--- src/hdl/assert_macros.svh ---
// Assertion helpers for the RTL.
`ifndef ASSERT_MACROS_SVH
`define ASSERT_MACROS_SVH

// Same-cycle implication, disabled during reset.
`define SPV_ASSERT_NOW(lbl, clk, rst_n, pre, post) \
    lbl: assert property (@(posedge clk) disable iff (!(rst_n)) (pre) |-> (post)) \
        else $error("assertion failed");

// Next-cycle implication, disabled during reset.
`define SPV_ASSERT_NEXT(lbl, clk, rst_n, pre, post) \
    lbl: assert property (@(posedge clk) disable iff (!(rst_n)) (pre) |=> (post)) \
        else $error("assertion failed");

`endif

--- src/hdl/spv_pkg.sv ---
`default_nettype none
package spv_pkg;
    localparam int WORD_W        = 32;
    localparam int MOD_WIDTH_DEF = 32;
    localparam int CFG_IDX_W     = 2;

    localparam logic [CFG_IDX_W-1:0] REG_MODULUS   = 2'd0;
    localparam logic [CFG_IDX_W-1:0] REG_GENERATOR = 2'd1;
    localparam logic [CFG_IDX_W-1:0] REG_PUBLIC    = 2'd2;

    localparam logic [WORD_W-1:0] MOD_RESET = 32'd23;
    localparam logic [WORD_W-1:0] GEN_RESET = 32'd5;
    localparam logic [WORD_W-1:0] PUB_RESET = 32'd17;
endpackage
`default_nettype wire

--- src/hdl/schnorr_proof_verifier_core.sv ---
`default_nettype none
// Schnorr proof verifier. Each transfer on s_axis carries a commitment r and a
// response s; one result bit (g^s == r * h^c mod p, with c = g*r mod p) comes
// back on m_axis. All arithmetic runs through a single modular multiplier, and
// each product is one multiply, 64 reduction steps and a handoff. An item needs
// 68 + popcount(s) + popcount(c) products; s_axis_tready is low while an item
// is in work. With modulus zero the block skips the products and goes to S_OUT,
// which offers a result of 0. Configuration is taken only while the block is
// idle, and a pending write holds off the input side.
module schnorr_proof_verifier_core #(
    parameter int MOD_WIDTH = spv_pkg::MOD_WIDTH_DEF
) (
    input  wire logic                          i_clk,
    input  wire logic                          i_rst_n,
    input  wire logic                          s_axis_tvalid,
    output logic                               s_axis_tready,
    input  wire logic [63:0]                   s_axis_tdata,  // commitment[31:0], response[63:32]
    output logic                               m_axis_tvalid,
    input  wire logic                          m_axis_tready,
    output logic [7:0]                         m_axis_tdata,  // valid_res[0], zero fill
    input  wire logic                          i_cfg_valid,
    output logic                               o_cfg_ready,
    input  wire logic [spv_pkg::CFG_IDX_W-1:0] i_cfg_index,
    input  wire logic [spv_pkg::WORD_W-1:0]    i_cfg_data
);
    localparam int W     = spv_pkg::WORD_W;
    localparam int BIT_W = $clog2(W);

    typedef enum logic [2:0] {
        S_IDLE, S_CHAL, S_BASE, S_MUL, S_SQ, S_FINAL, S_OUT
    } t_state;

    t_state               r_state;
    logic [MOD_WIDTH-1:0] r_mod;
    logic [W-1:0]         r_gen;
    logic [W-1:0]         r_pub;
    logic [W-1:0]         r_r;
    logic [W-1:0]         r_exp;
    logic [MOD_WIDTH-1:0] r_chal;
    logic [MOD_WIDTH-1:0] r_acc;
    logic [MOD_WIDTH-1:0] r_base;
    logic [MOD_WIDTH-1:0] r_lhs;
    logic [BIT_W-1:0]     r_bit;
    logic                 r_phase;
    logic                 r_issued;
    logic                 r_res;
    logic                 r_out_valid;

    logic                 w_start;
    logic [W-1:0]         w_a;
    logic [W-1:0]         w_b;
    logic                 w_done;
    logic [MOD_WIDTH-1:0] w_res;
    logic                 w_in_xfer;

    assign w_in_xfer     = s_axis_tvalid && s_axis_tready;
    assign s_axis_tready = (r_state == S_IDLE) && !i_cfg_valid;
    assign o_cfg_ready   = (r_state == S_IDLE);
    assign m_axis_tvalid = r_out_valid;
    assign m_axis_tdata  = {7'd0, r_res};

    assign w_start = !r_issued && (r_state == S_CHAL || r_state == S_BASE
                     || r_state == S_SQ || r_state == S_FINAL
                     || (r_state == S_MUL && r_exp[0]));

    always_comb begin
        w_a = r_gen;
        w_b = r_r;
        unique case (r_state)
            S_CHAL: begin
                w_a = r_gen;
                w_b = r_r;
            end
            S_BASE: begin
                w_a = r_phase ? r_pub : r_gen;
                w_b = W'(1);
            end
            S_MUL: begin
                w_a = W'(r_acc);
                w_b = W'(r_base);
            end
            S_SQ: begin
                w_a = W'(r_base);
                w_b = W'(r_base);
            end
            S_FINAL: begin
                w_a = r_r;
                w_b = W'(r_acc);
            end
            default: begin
                w_a = r_gen;
                w_b = r_r;
            end
        endcase
    end

    spv_mulmod #(.MOD_WIDTH(MOD_WIDTH)) u_mulmod (
        .i_clk   (i_clk),
        .i_rst_n (i_rst_n),
        .i_start (w_start),
        .i_a     (w_a),
        .i_b     (w_b),
        .i_p     (r_mod),
        .o_done  (w_done),
        .o_res   (w_res)
    );

    always_ff @(posedge i_clk) begin
        if (!i_rst_n) begin
            r_state     <= S_IDLE;
            r_mod       <= MOD_WIDTH'(spv_pkg::MOD_RESET);
            r_gen       <= spv_pkg::GEN_RESET;
            r_pub       <= spv_pkg::PUB_RESET;
            r_issued    <= 1'b0;
            r_out_valid <= 1'b0;
            r_phase     <= 1'b0;
            r_bit       <= '0;
        end else begin
            if (i_cfg_valid && o_cfg_ready) begin
                unique case (i_cfg_index)
                    spv_pkg::REG_MODULUS:   r_mod <= i_cfg_data[MOD_WIDTH-1:0];
                    spv_pkg::REG_GENERATOR: r_gen <= i_cfg_data;
                    spv_pkg::REG_PUBLIC:    r_pub <= i_cfg_data;
                    default: ;
                endcase
            end
            // S_OUT reloads the output register itself
            if (m_axis_tvalid && m_axis_tready && r_state != S_OUT) begin
                r_out_valid <= 1'b0;
            end
            if (w_start) begin
                r_issued <= 1'b1;
            end
            unique case (r_state)
                S_IDLE: begin
                    if (w_in_xfer) begin
                        r_r     <= s_axis_tdata[W-1:0];
                        r_exp   <= s_axis_tdata[2*W-1:W];
                        r_phase <= 1'b0;
                        r_bit   <= '0;
                        if (r_mod == '0) begin
                            r_lhs <= MOD_WIDTH'(1);
                            r_acc <= '0;
                            r_state <= S_OUT;
                        end else begin
                            r_state <= S_CHAL;
                        end
                    end
                end
                S_CHAL: begin
                    if (w_done) begin
                        r_chal   <= w_res;
                        r_issued <= 1'b0;
                        r_state  <= S_BASE;
                    end
                end
                S_BASE: begin
                    if (w_done) begin
                        r_base   <= w_res;
                        r_acc    <= MOD_WIDTH'(1);
                        r_bit    <= '0;
                        r_issued <= 1'b0;
                        r_state  <= S_MUL;
                    end
                end
                S_MUL: begin
                    if (!r_exp[0]) begin
                        r_state <= S_SQ;
                    end else if (w_done) begin
                        r_acc    <= w_res;
                        r_issued <= 1'b0;
                        r_state  <= S_SQ;
                    end
                end
                S_SQ: begin
                    if (w_done) begin
                        r_base   <= w_res;
                        r_issued <= 1'b0;
                        r_bit    <= r_bit + 1'b1;
                        if (r_bit == BIT_W'(W - 1)) begin
                            if (!r_phase) begin
                                r_lhs   <= r_acc;
                                r_phase <= 1'b1;
                                r_exp   <= W'(r_chal);
                                r_state <= S_BASE;
                            end else begin
                                r_state <= S_FINAL;
                            end
                        end else begin
                            r_exp   <= {1'b0, r_exp[W-1:1]};
                            r_state <= S_MUL;
                        end
                    end
                end
                S_FINAL: begin
                    if (w_done) begin
                        r_acc    <= w_res;
                        r_issued <= 1'b0;
                        r_state  <= S_OUT;
                    end
                end
                S_OUT: begin
                    // wait for the output register to drain
                    if (!r_out_valid || m_axis_tready) begin
                        r_res       <= (r_mod != '0) && (r_lhs == r_acc);
                        r_out_valid <= 1'b1;
                        r_state     <= S_IDLE;
                    end
                end
                default: r_state <= S_IDLE;
            endcase
        end
    end

`include "assert_macros.svh"

    `SPV_ASSERT_NOW(a_start_busy, i_clk, i_rst_n, w_start, r_state != S_IDLE && r_state != S_OUT)
    `SPV_ASSERT_NEXT(a_busy_after_in, i_clk, i_rst_n, w_in_xfer, !s_axis_tready)
    `SPV_ASSERT_NOW(a_done_issued, i_clk, i_rst_n, w_done, r_issued)

endmodule
`default_nettype wire

--- src/hdl/spv_mulmod.sv ---
`default_nettype none
// (a * b) mod p: one 32x32 multiply, then 64 shift-subtract reduction steps.
module spv_mulmod #(
    parameter int MOD_WIDTH = spv_pkg::MOD_WIDTH_DEF
) (
    input  wire logic                       i_clk,
    input  wire logic                       i_rst_n,
    input  wire logic                       i_start,
    input  wire logic [spv_pkg::WORD_W-1:0] i_a,
    input  wire logic [spv_pkg::WORD_W-1:0] i_b,
    input  wire logic [MOD_WIDTH-1:0]       i_p,
    output logic                            o_done,
    output logic [MOD_WIDTH-1:0]            o_res
);
    localparam int PROD_W = 2 * spv_pkg::WORD_W;
    localparam int CNT_W  = $clog2(PROD_W);

    logic [PROD_W-1:0]  r_prod;
    logic [MOD_WIDTH-1:0] r_rem;
    logic [CNT_W-1:0]   r_cnt;
    logic               r_busy;
    logic               r_done;
    logic [MOD_WIDTH:0] w_shift;
    logic [MOD_WIDTH:0] w_diff;
    logic [MOD_WIDTH-1:0] n_rem;

    // remainder stays below p, so one compare and subtract per bit
    always_comb begin
        w_shift = {r_rem, r_prod[PROD_W-1]};
        w_diff  = w_shift - {1'b0, i_p};
        if (w_shift >= {1'b0, i_p}) begin
            n_rem = w_diff[MOD_WIDTH-1:0];
        end else begin
            n_rem = w_shift[MOD_WIDTH-1:0];
        end
    end

    always_ff @(posedge i_clk) begin
        if (!i_rst_n) begin
            r_busy <= 1'b0;
            r_done <= 1'b0;
            r_cnt  <= '0;
        end else begin
            r_done <= 1'b0;
            if (i_start) begin
                r_prod <= PROD_W'(i_a) * PROD_W'(i_b);
                r_rem  <= '0;
                r_cnt  <= '0;
                r_busy <= 1'b1;
            end else if (r_busy) begin
                r_prod <= {r_prod[PROD_W-2:0], 1'b0};
                r_rem  <= n_rem;
                r_cnt  <= r_cnt + 1'b1;
                if (r_cnt == CNT_W'(PROD_W - 1)) begin
                    r_busy <= 1'b0;
                    r_done <= 1'b1;
                end
            end
        end
    end

    assign o_done = r_done;
    assign o_res  = r_rem;
endmodule
`default_nettype wire

--- config.mk ---
export PLATFORM = sky130hd
export DESIGN_NAME = schnorr_proof_verifier_core
export DESIGN_NICKNAME = d
export VERILOG_FILES = /design/src/hdl/spv_pkg.sv /design/src/hdl/schnorr_proof_verifier_core.sv /design/src/hdl/spv_mulmod.sv
export VERILOG_INCLUDE_DIRS = /design/src /design/src/hdl
export SDC_FILE = /design/constraint.sdc
export NUM_CORES = 2
export LEC_CHECK = 0
export BUFFER_PORTS_ARGS = -buffer_cell sky130_fd_sc_hd__buf_2
export CORE_MARGIN = 5
export CORE_UTILIZATION = 30
export CTS_CLUSTER_SIZE = 8
export DETAILED_ROUTE_END_ITERATION = 10
export GPL_TIMING_DRIVEN = 0
export MAX_ROUTING_LAYER = met4
export SLEW_MARGIN = 20
export SYNTH_ARGS = -nofsm -noshare
export SYNTH_HDL_FRONTEND = slang
export SYNTH_SLANG_ARGS = --single-unit
--- constraint.sdc ---
create_clock -name i_clk -period 10.5 [get_ports i_clk]
set_input_delay 2.1 -clock i_clk [delete_from_list [all_inputs] [get_ports i_clk]]
set_output_delay 2.1 -clock i_clk [all_outputs]
set_load 0.01 [all_outputs]
=== After elaboration in Yosys (flattened, before gate mapping) ===
Cells that the tools add are included.

* Register bits: 404
* Output and inout port bits: 11
* Input bits: 103
* Word-level logic and storage cells: 149

* Add/subtract/negate cells: 3
* Equal/unequal tests: 24
* Reduce and logical (&&, ||, !) cells: 43
* $lt $le $gt $ge: 1
* Multiplexer cells: 55
* Multipliers: 1
* Bitwise logic cells: 2

{| class="wikitable"
|+ Operators with widths
! cell !! number
|-
| $mux 32 || 17
|-
| $pmux 32 s4 || 2
|-
| $mux 64 || 2
|-
| $pmux 32 s2 || 2
|-
| $pmux 32 s3 || 1
|-
| $mul 32x32->64 || 1
|-
| $ge 33x32->1 || 1
|-
| $mux 3 || 11
|-
| $eq 32x32->1 || 1
|-
| $logic_not 32->1 || 1
|-
| $reduce_bool 32->1 || 1
|-
| $sub 32x32->32 || 1
|-
| $pmux 3 s7 || 1
|-
| $mux 5 || 3
|-
| $pmux 5 s3 || 1
|-
| $ne 2x1->1 const B || 7
|-
| $reduce_and 7->1 || 2
|-
| $mux 1 || 13
|-
| $reduce_and 3->1 || 4
|-
| $eq 3x3->1 const B || 3
|-
| $logic_and 1x1->1 || 8
|-
| $reduce_and 2->1 || 4
|-
| $reduce_and 4->1 || 2
|-
| $add 6x1->6 const B || 1
|-
| other kinds (24) || 39
|}

=== Depth between registers and ports, before layout ===
* Depth after elaboration: 10
* Depth in mapped cells: 35
* Gate-level depth less buffers: 30

=== Hierarchy ===
From an unflattened synthesis, not the netlist that was laid out.

* Cell total of the unflattened synthesis: 5,578
* Area total of the unflattened synthesis: 53,527.6 sq um

{| class="wikitable"
|+ By module, submodules not included
! module !! instances !! cells each !! seq. area each (sq um) !! area each (sq um)
|-
| spv_mulmod || 1 || 4,294 || 3,042.9 || 39,715.6
|-
| schnorr_proof_verifier_core || 1 || 1,284 || 7,937.6 || 13,812.0
|}

=== Worst setup path after synthesis ===
Ideal clock, no wire load.

* Path kind: register to register
* Start: register r_state[1]
* End: register u_mulmod.r_prod[62], data pin
* Slack: 2.124 ns
* Library setup time: 0.135 ns
* Clock period less this slack: 8.376 ns
* Data arrival time: 8.241 ns
* Stages on the path, launching flop included: 34
* Required time: 10.365 ns
* Path buffers: 6
* Cell sequence: dfxtp_1 -> buf_2 -> nand2b_1 -> buf_2 -> buf_1 -> nor2_1 -> a221oi_1 -> and2_1 -> clkbuf_1 -> clkbuf_1 -> nor2_1 -> fa_1 -> fa_1 -> inv_1 -> fa_1 -> fa_1 -> inv_1 -> fa_1 -> fa_1 -> fa_1 -> inv_1 -> fa_1 -> inv_1 -> ha_1 -> buf_2 -> nand2_1 -> or4_1 -> nor2_1 -> and3b_1 -> a22oi_1 -> a31oi_1 -> o21ai_1 -> or4_1 -> nand3_1

* Longest elaborated chain between the ends: 7
* Elaborated cells between the ends (all ways): 16
* Classes of those cells: mul: 1; eq/ne: 5; mux: 3; reduce/logical: 7

{| class="wikitable"
|+ Ends and longest elaborated chain
! what !! line !! RTL
|-
| start: declaration || schnorr_proof_verifier_core.sv:33 || <nowiki>t_state r_state;</nowiki>
|-
| start signal: assignment || schnorr_proof_verifier_core.sv:110 || <nowiki>r_state <= S_IDLE;</nowiki>
|-
| start signal: assignment || schnorr_proof_verifier_core.sv:144 || <nowiki>r_state <= S_OUT;</nowiki>
|-
| start signal: assignment || schnorr_proof_verifier_core.sv:146 || <nowiki>r_state <= S_CHAL;</nowiki>
|-
| parallel branches: the longest is 6 deep, another holds $mul 32x32->64 || - ||
|-
| $mux 64 * || spv_mulmod.sv:45 || <nowiki>if (i_start) begin</nowiki>
|-
| end signal: assignment || spv_mulmod.sv:46 || <nowiki>r_prod <= PROD_W'(i_a) * PROD_W'(i_b);</nowiki>
|-
| end signal: assignment || spv_mulmod.sv:51 || <nowiki>r_prod <= {r_prod[PROD_W-2:0], 1'b0};</nowiki>
|-
| end: declaration || spv_mulmod.sv:18 || <nowiki>logic [PROD_W-1:0] r_prod;</nowiki>
|}

Mark *: on every way between the ends.
A chain may end at the register's enable or synchronous reset.

=== Final worst setup path ===
* Start: register r_state[1]
* End: register u_mulmod.r_prod[63], data pin

Same word-level chain as after synthesis.

==> qor.txt <==
core area: 173000 um2
P_leak: 25.8 nW
Fmax: 95.8 MHz
unrepaired setup endpoints after global routing: no
combinational power share: 72.9%
FF+latch area: 11000 um2
H-tree depth: 2
post-place instance area: 56000 um2
wire length per cell: 26.3 um
slowest CP cell: fa_1
register area share after synthesis: 21.1%
final core utilization: 33.6%
Min Clock Period, post-route: 10.44 ns
Syn Inst Count: 5761
router iterations before antenna repair: 5
GRT Residual Overflow: 0
Yosys top cell by area: fa_1
hold_buf cts: 0
final worst slack: 0.0588 ns
first-pass GRT wire length: 316 mm
#FFs+latches synth: 404
via count: 43500
cell chosen for the clock root: clkbuf_16
Rel. slew slack: 24.5%
max-slew violations: 0
Initial DRC Count: 4910
Worst EP required: 10.86 ns
die width: 427 um
placed instance count: 8220
vias per cell: 5.22
maximum vdd ir drop: 0.000316 V
Routability Congestion: 1.04
Max Root-Sink Buffers: 3
die area: 182000 um2
Skew-Pair Late Insertion Delay: 0.67 ns
status: complete, no violations
Crit path arrival time: 10.80 ns
Post-synth top cells: nand2_1 (932), inv_1 (898), fa_1 (897)
most common cell in the netlist: nand2_1
drt drc: 0
clk slew on worst S/H paths: 0.05 ns
initial antenna violation count: 19
Synth cell types: 79
mapped cell area: 52100 um2
crit path max fanout: 10
Fin Setup TNS: 0 ns
top post-synthesis cells by area: fa_1 (34%), edfxtp_1 (17%), ha_1 (7.2%)
Ys Warns: 0
synthesis-to-layout area growth: 11.8%
clock power share: 12.2%
final setup violation count: 0
worst slack at placement: -1.16 ns
Worst-Margin Slew: 1.13 ns
fraction of layout cells with a size suffix above 1: 7.93%
Main synth FF type: edfxtp_1
Sw Ratio: 54.9%
number of global-route vias before repair: 45200
Initial Utilization: 30.1%
final hold vios: 0
number of flops mapped to enable cells by yosys: 289
Tcrit/Tclk final: 99.4%
Die Y: 427 um
area of the multi-input gates: 36900 um2
pin count of the biggest net entering global routing: 49
CP Capture Type: flop
Non-Filler Instances: 8339
Max stage delay on crit path: 0.60 ns
GRT Util Overall: 24.7%
Seq pwr share: 14.9%
clk sinks: 404
Crit Path Class: reg2reg
CTS tree: built
nets: 7249
final wirelength: 219 mm
ys async rst share: 0%
Startpoint Class: flop
I/O pins: 114
PwrDens: 257 nW/um2
Post-Route Skew: 0.0493 ns
DP HPWL: 178 mm
Site Rows: 153
Max Cap Violations: 0
most used cell, CP: fa_1
Internal Power: 6.76 mW
IO buf count: 106
FILL cells: 18100
CTS Buf Count: 58
Synth top area share: 34.4%
Post-DRT Antenna Nets: 0
Sw Pwr: 8.22 mW
type of the worst min-delay path: reg2reg
syn_area_per_cell: 9.05 um2
Design Area, Final: 58300 um2
-- final cells by class --
class | count | share of cell area (%)
antenna | 15 | 0.0644
buffer | 321 | 2.60
clock buffer | 102 | 2.83
clock inverter | 6 | 0.182
inverter | 899 | 5.79
multi-input combinational | 4134 | 63.3
sequential | 404 | 18.8
tap | 2325 | 4.99
timing repair buffer | 133 | 1.41
-- state kept, by name, indices dropped and copies added, names as in the netlist --
register	flops
m_axis_tvalid	1
u_mulmod.o_res	32
r_bit	5
u_mulmod.r_cnt	6
u_mulmod.o_done	1
r_state	3
r_gen	32
r_res	1
r_lhs	32
r_acc	32
u_mulmod.r_busy	1
r_issued	1
r_phase	1
r_chal	32
r_base	32
r_pub	32
r_mod	32
u_mulmod.r_prod	64
r_exp	32
r_r	32
-- cells by family after synthesis --
kind of cell	count (synthesis)	share of synthesized area, %
buffers and inverters	1229	9.01
AND/OR/NAND/NOR	1997	16.0
AO/OA/AOI/OAI	762	9.32
other	1	0.00719
XOR/XNOR	120	2.02
multiplexers	53	1.02
flip-flops	404	21.1
adder cells (fa/ha/maj)	1195	41.6
-- metrics by stage --
| stage | hold slack [ns] | power, mW |
|---|---|---|
| finish | 0.466 | 15.0 |
| global route | 0.490 | 15.9 |
| CTS | 0.467 | 14.6 |
| detailed placement | 0.459 | 12.6 |
| global placement | 0.452 | 12.6 |
| floorplan | 0.441 | 8.57 |
-- layout by cell type (no fill, tap or decap), drive strengths merged, types with 44 or more instances in the layout --
cell / count
inv: 900
fa: 897
o21ai: 206
xnor2: 87
nand2: 933
a21boi: 95
edfxtp: 289
ha: 298
and2: 53
mux2i: 51
a21oi: 206
clkbuf: 361
dfxtp: 115
nor2: 708
nand3: 53
and3: 75
buf: 192
nor2b: 44
-- power by group through the flow --
| stage | Sequential, mW | Combinational [mW] | Clock [mW] |
|---|---|---|---|
| CTS | 2.23 | 10.5 | 1.85 |
| finish | 2.24 | 10.9 | 1.83 |
| floorplan | 2.11 | 6.47 | 0 |
| detailed placement | 2.25 | 10.3 | 0 |
| global placement | 2.27 | 10.3 | 0 |
| global route | 2.23 | 11.7 | 1.92 |
-- worst max-delay path: cells and delay by family, from the launching register on --
family / cells / cell delay (ns)
AOI/OAI and AO/OA: 6 / 1.81
and+or+nand+nor: 7 / 1.60
adders and majority gates: 9 / 4.58
DFF: 1 / 0.30
buffers and inverters: 7 / 1.85
-- per-layer routing --
| layer | routed length, um | track usage (%) | up-vias | share of wire (%) |
|---|---|---|---|---|
| met3 | 20100 | 4.11 | 565 | 9.2 |
| li1 | - | - | 18500 | - |
| met2 | 97600 | 37.9 | 2216 | 45 |
| met4 | 16100 | 13.6 | 0 | 7.3 |
| met1 | 85200 | 31.1 | 22200 | 39 |
| met5 | 0 | - | - | 0 |
-- worst paths after layout --
kind	startpoint	end	slack (ns)	depth (start not counted)
worst min register to register	r_gen[24]	r_gen[24]	0.47	2
worst max register to register	r_state[1]	u_mulmod.r_prod[63]	0.06	29
worst min-delay path	r_gen[24]	r_gen[24]	0.47	2
worst max-delay path	r_state[1]	u_mulmod.r_prod[63]	0.06	29
-- what timing repair did --
action | CTS | global route
resized for setup | 147 | 117
pin swaps | 2 | 3
setup buffers | 3 | 2
endpoints found under the setup margin | 34 | 26
(Power assumes the default switching activity.)
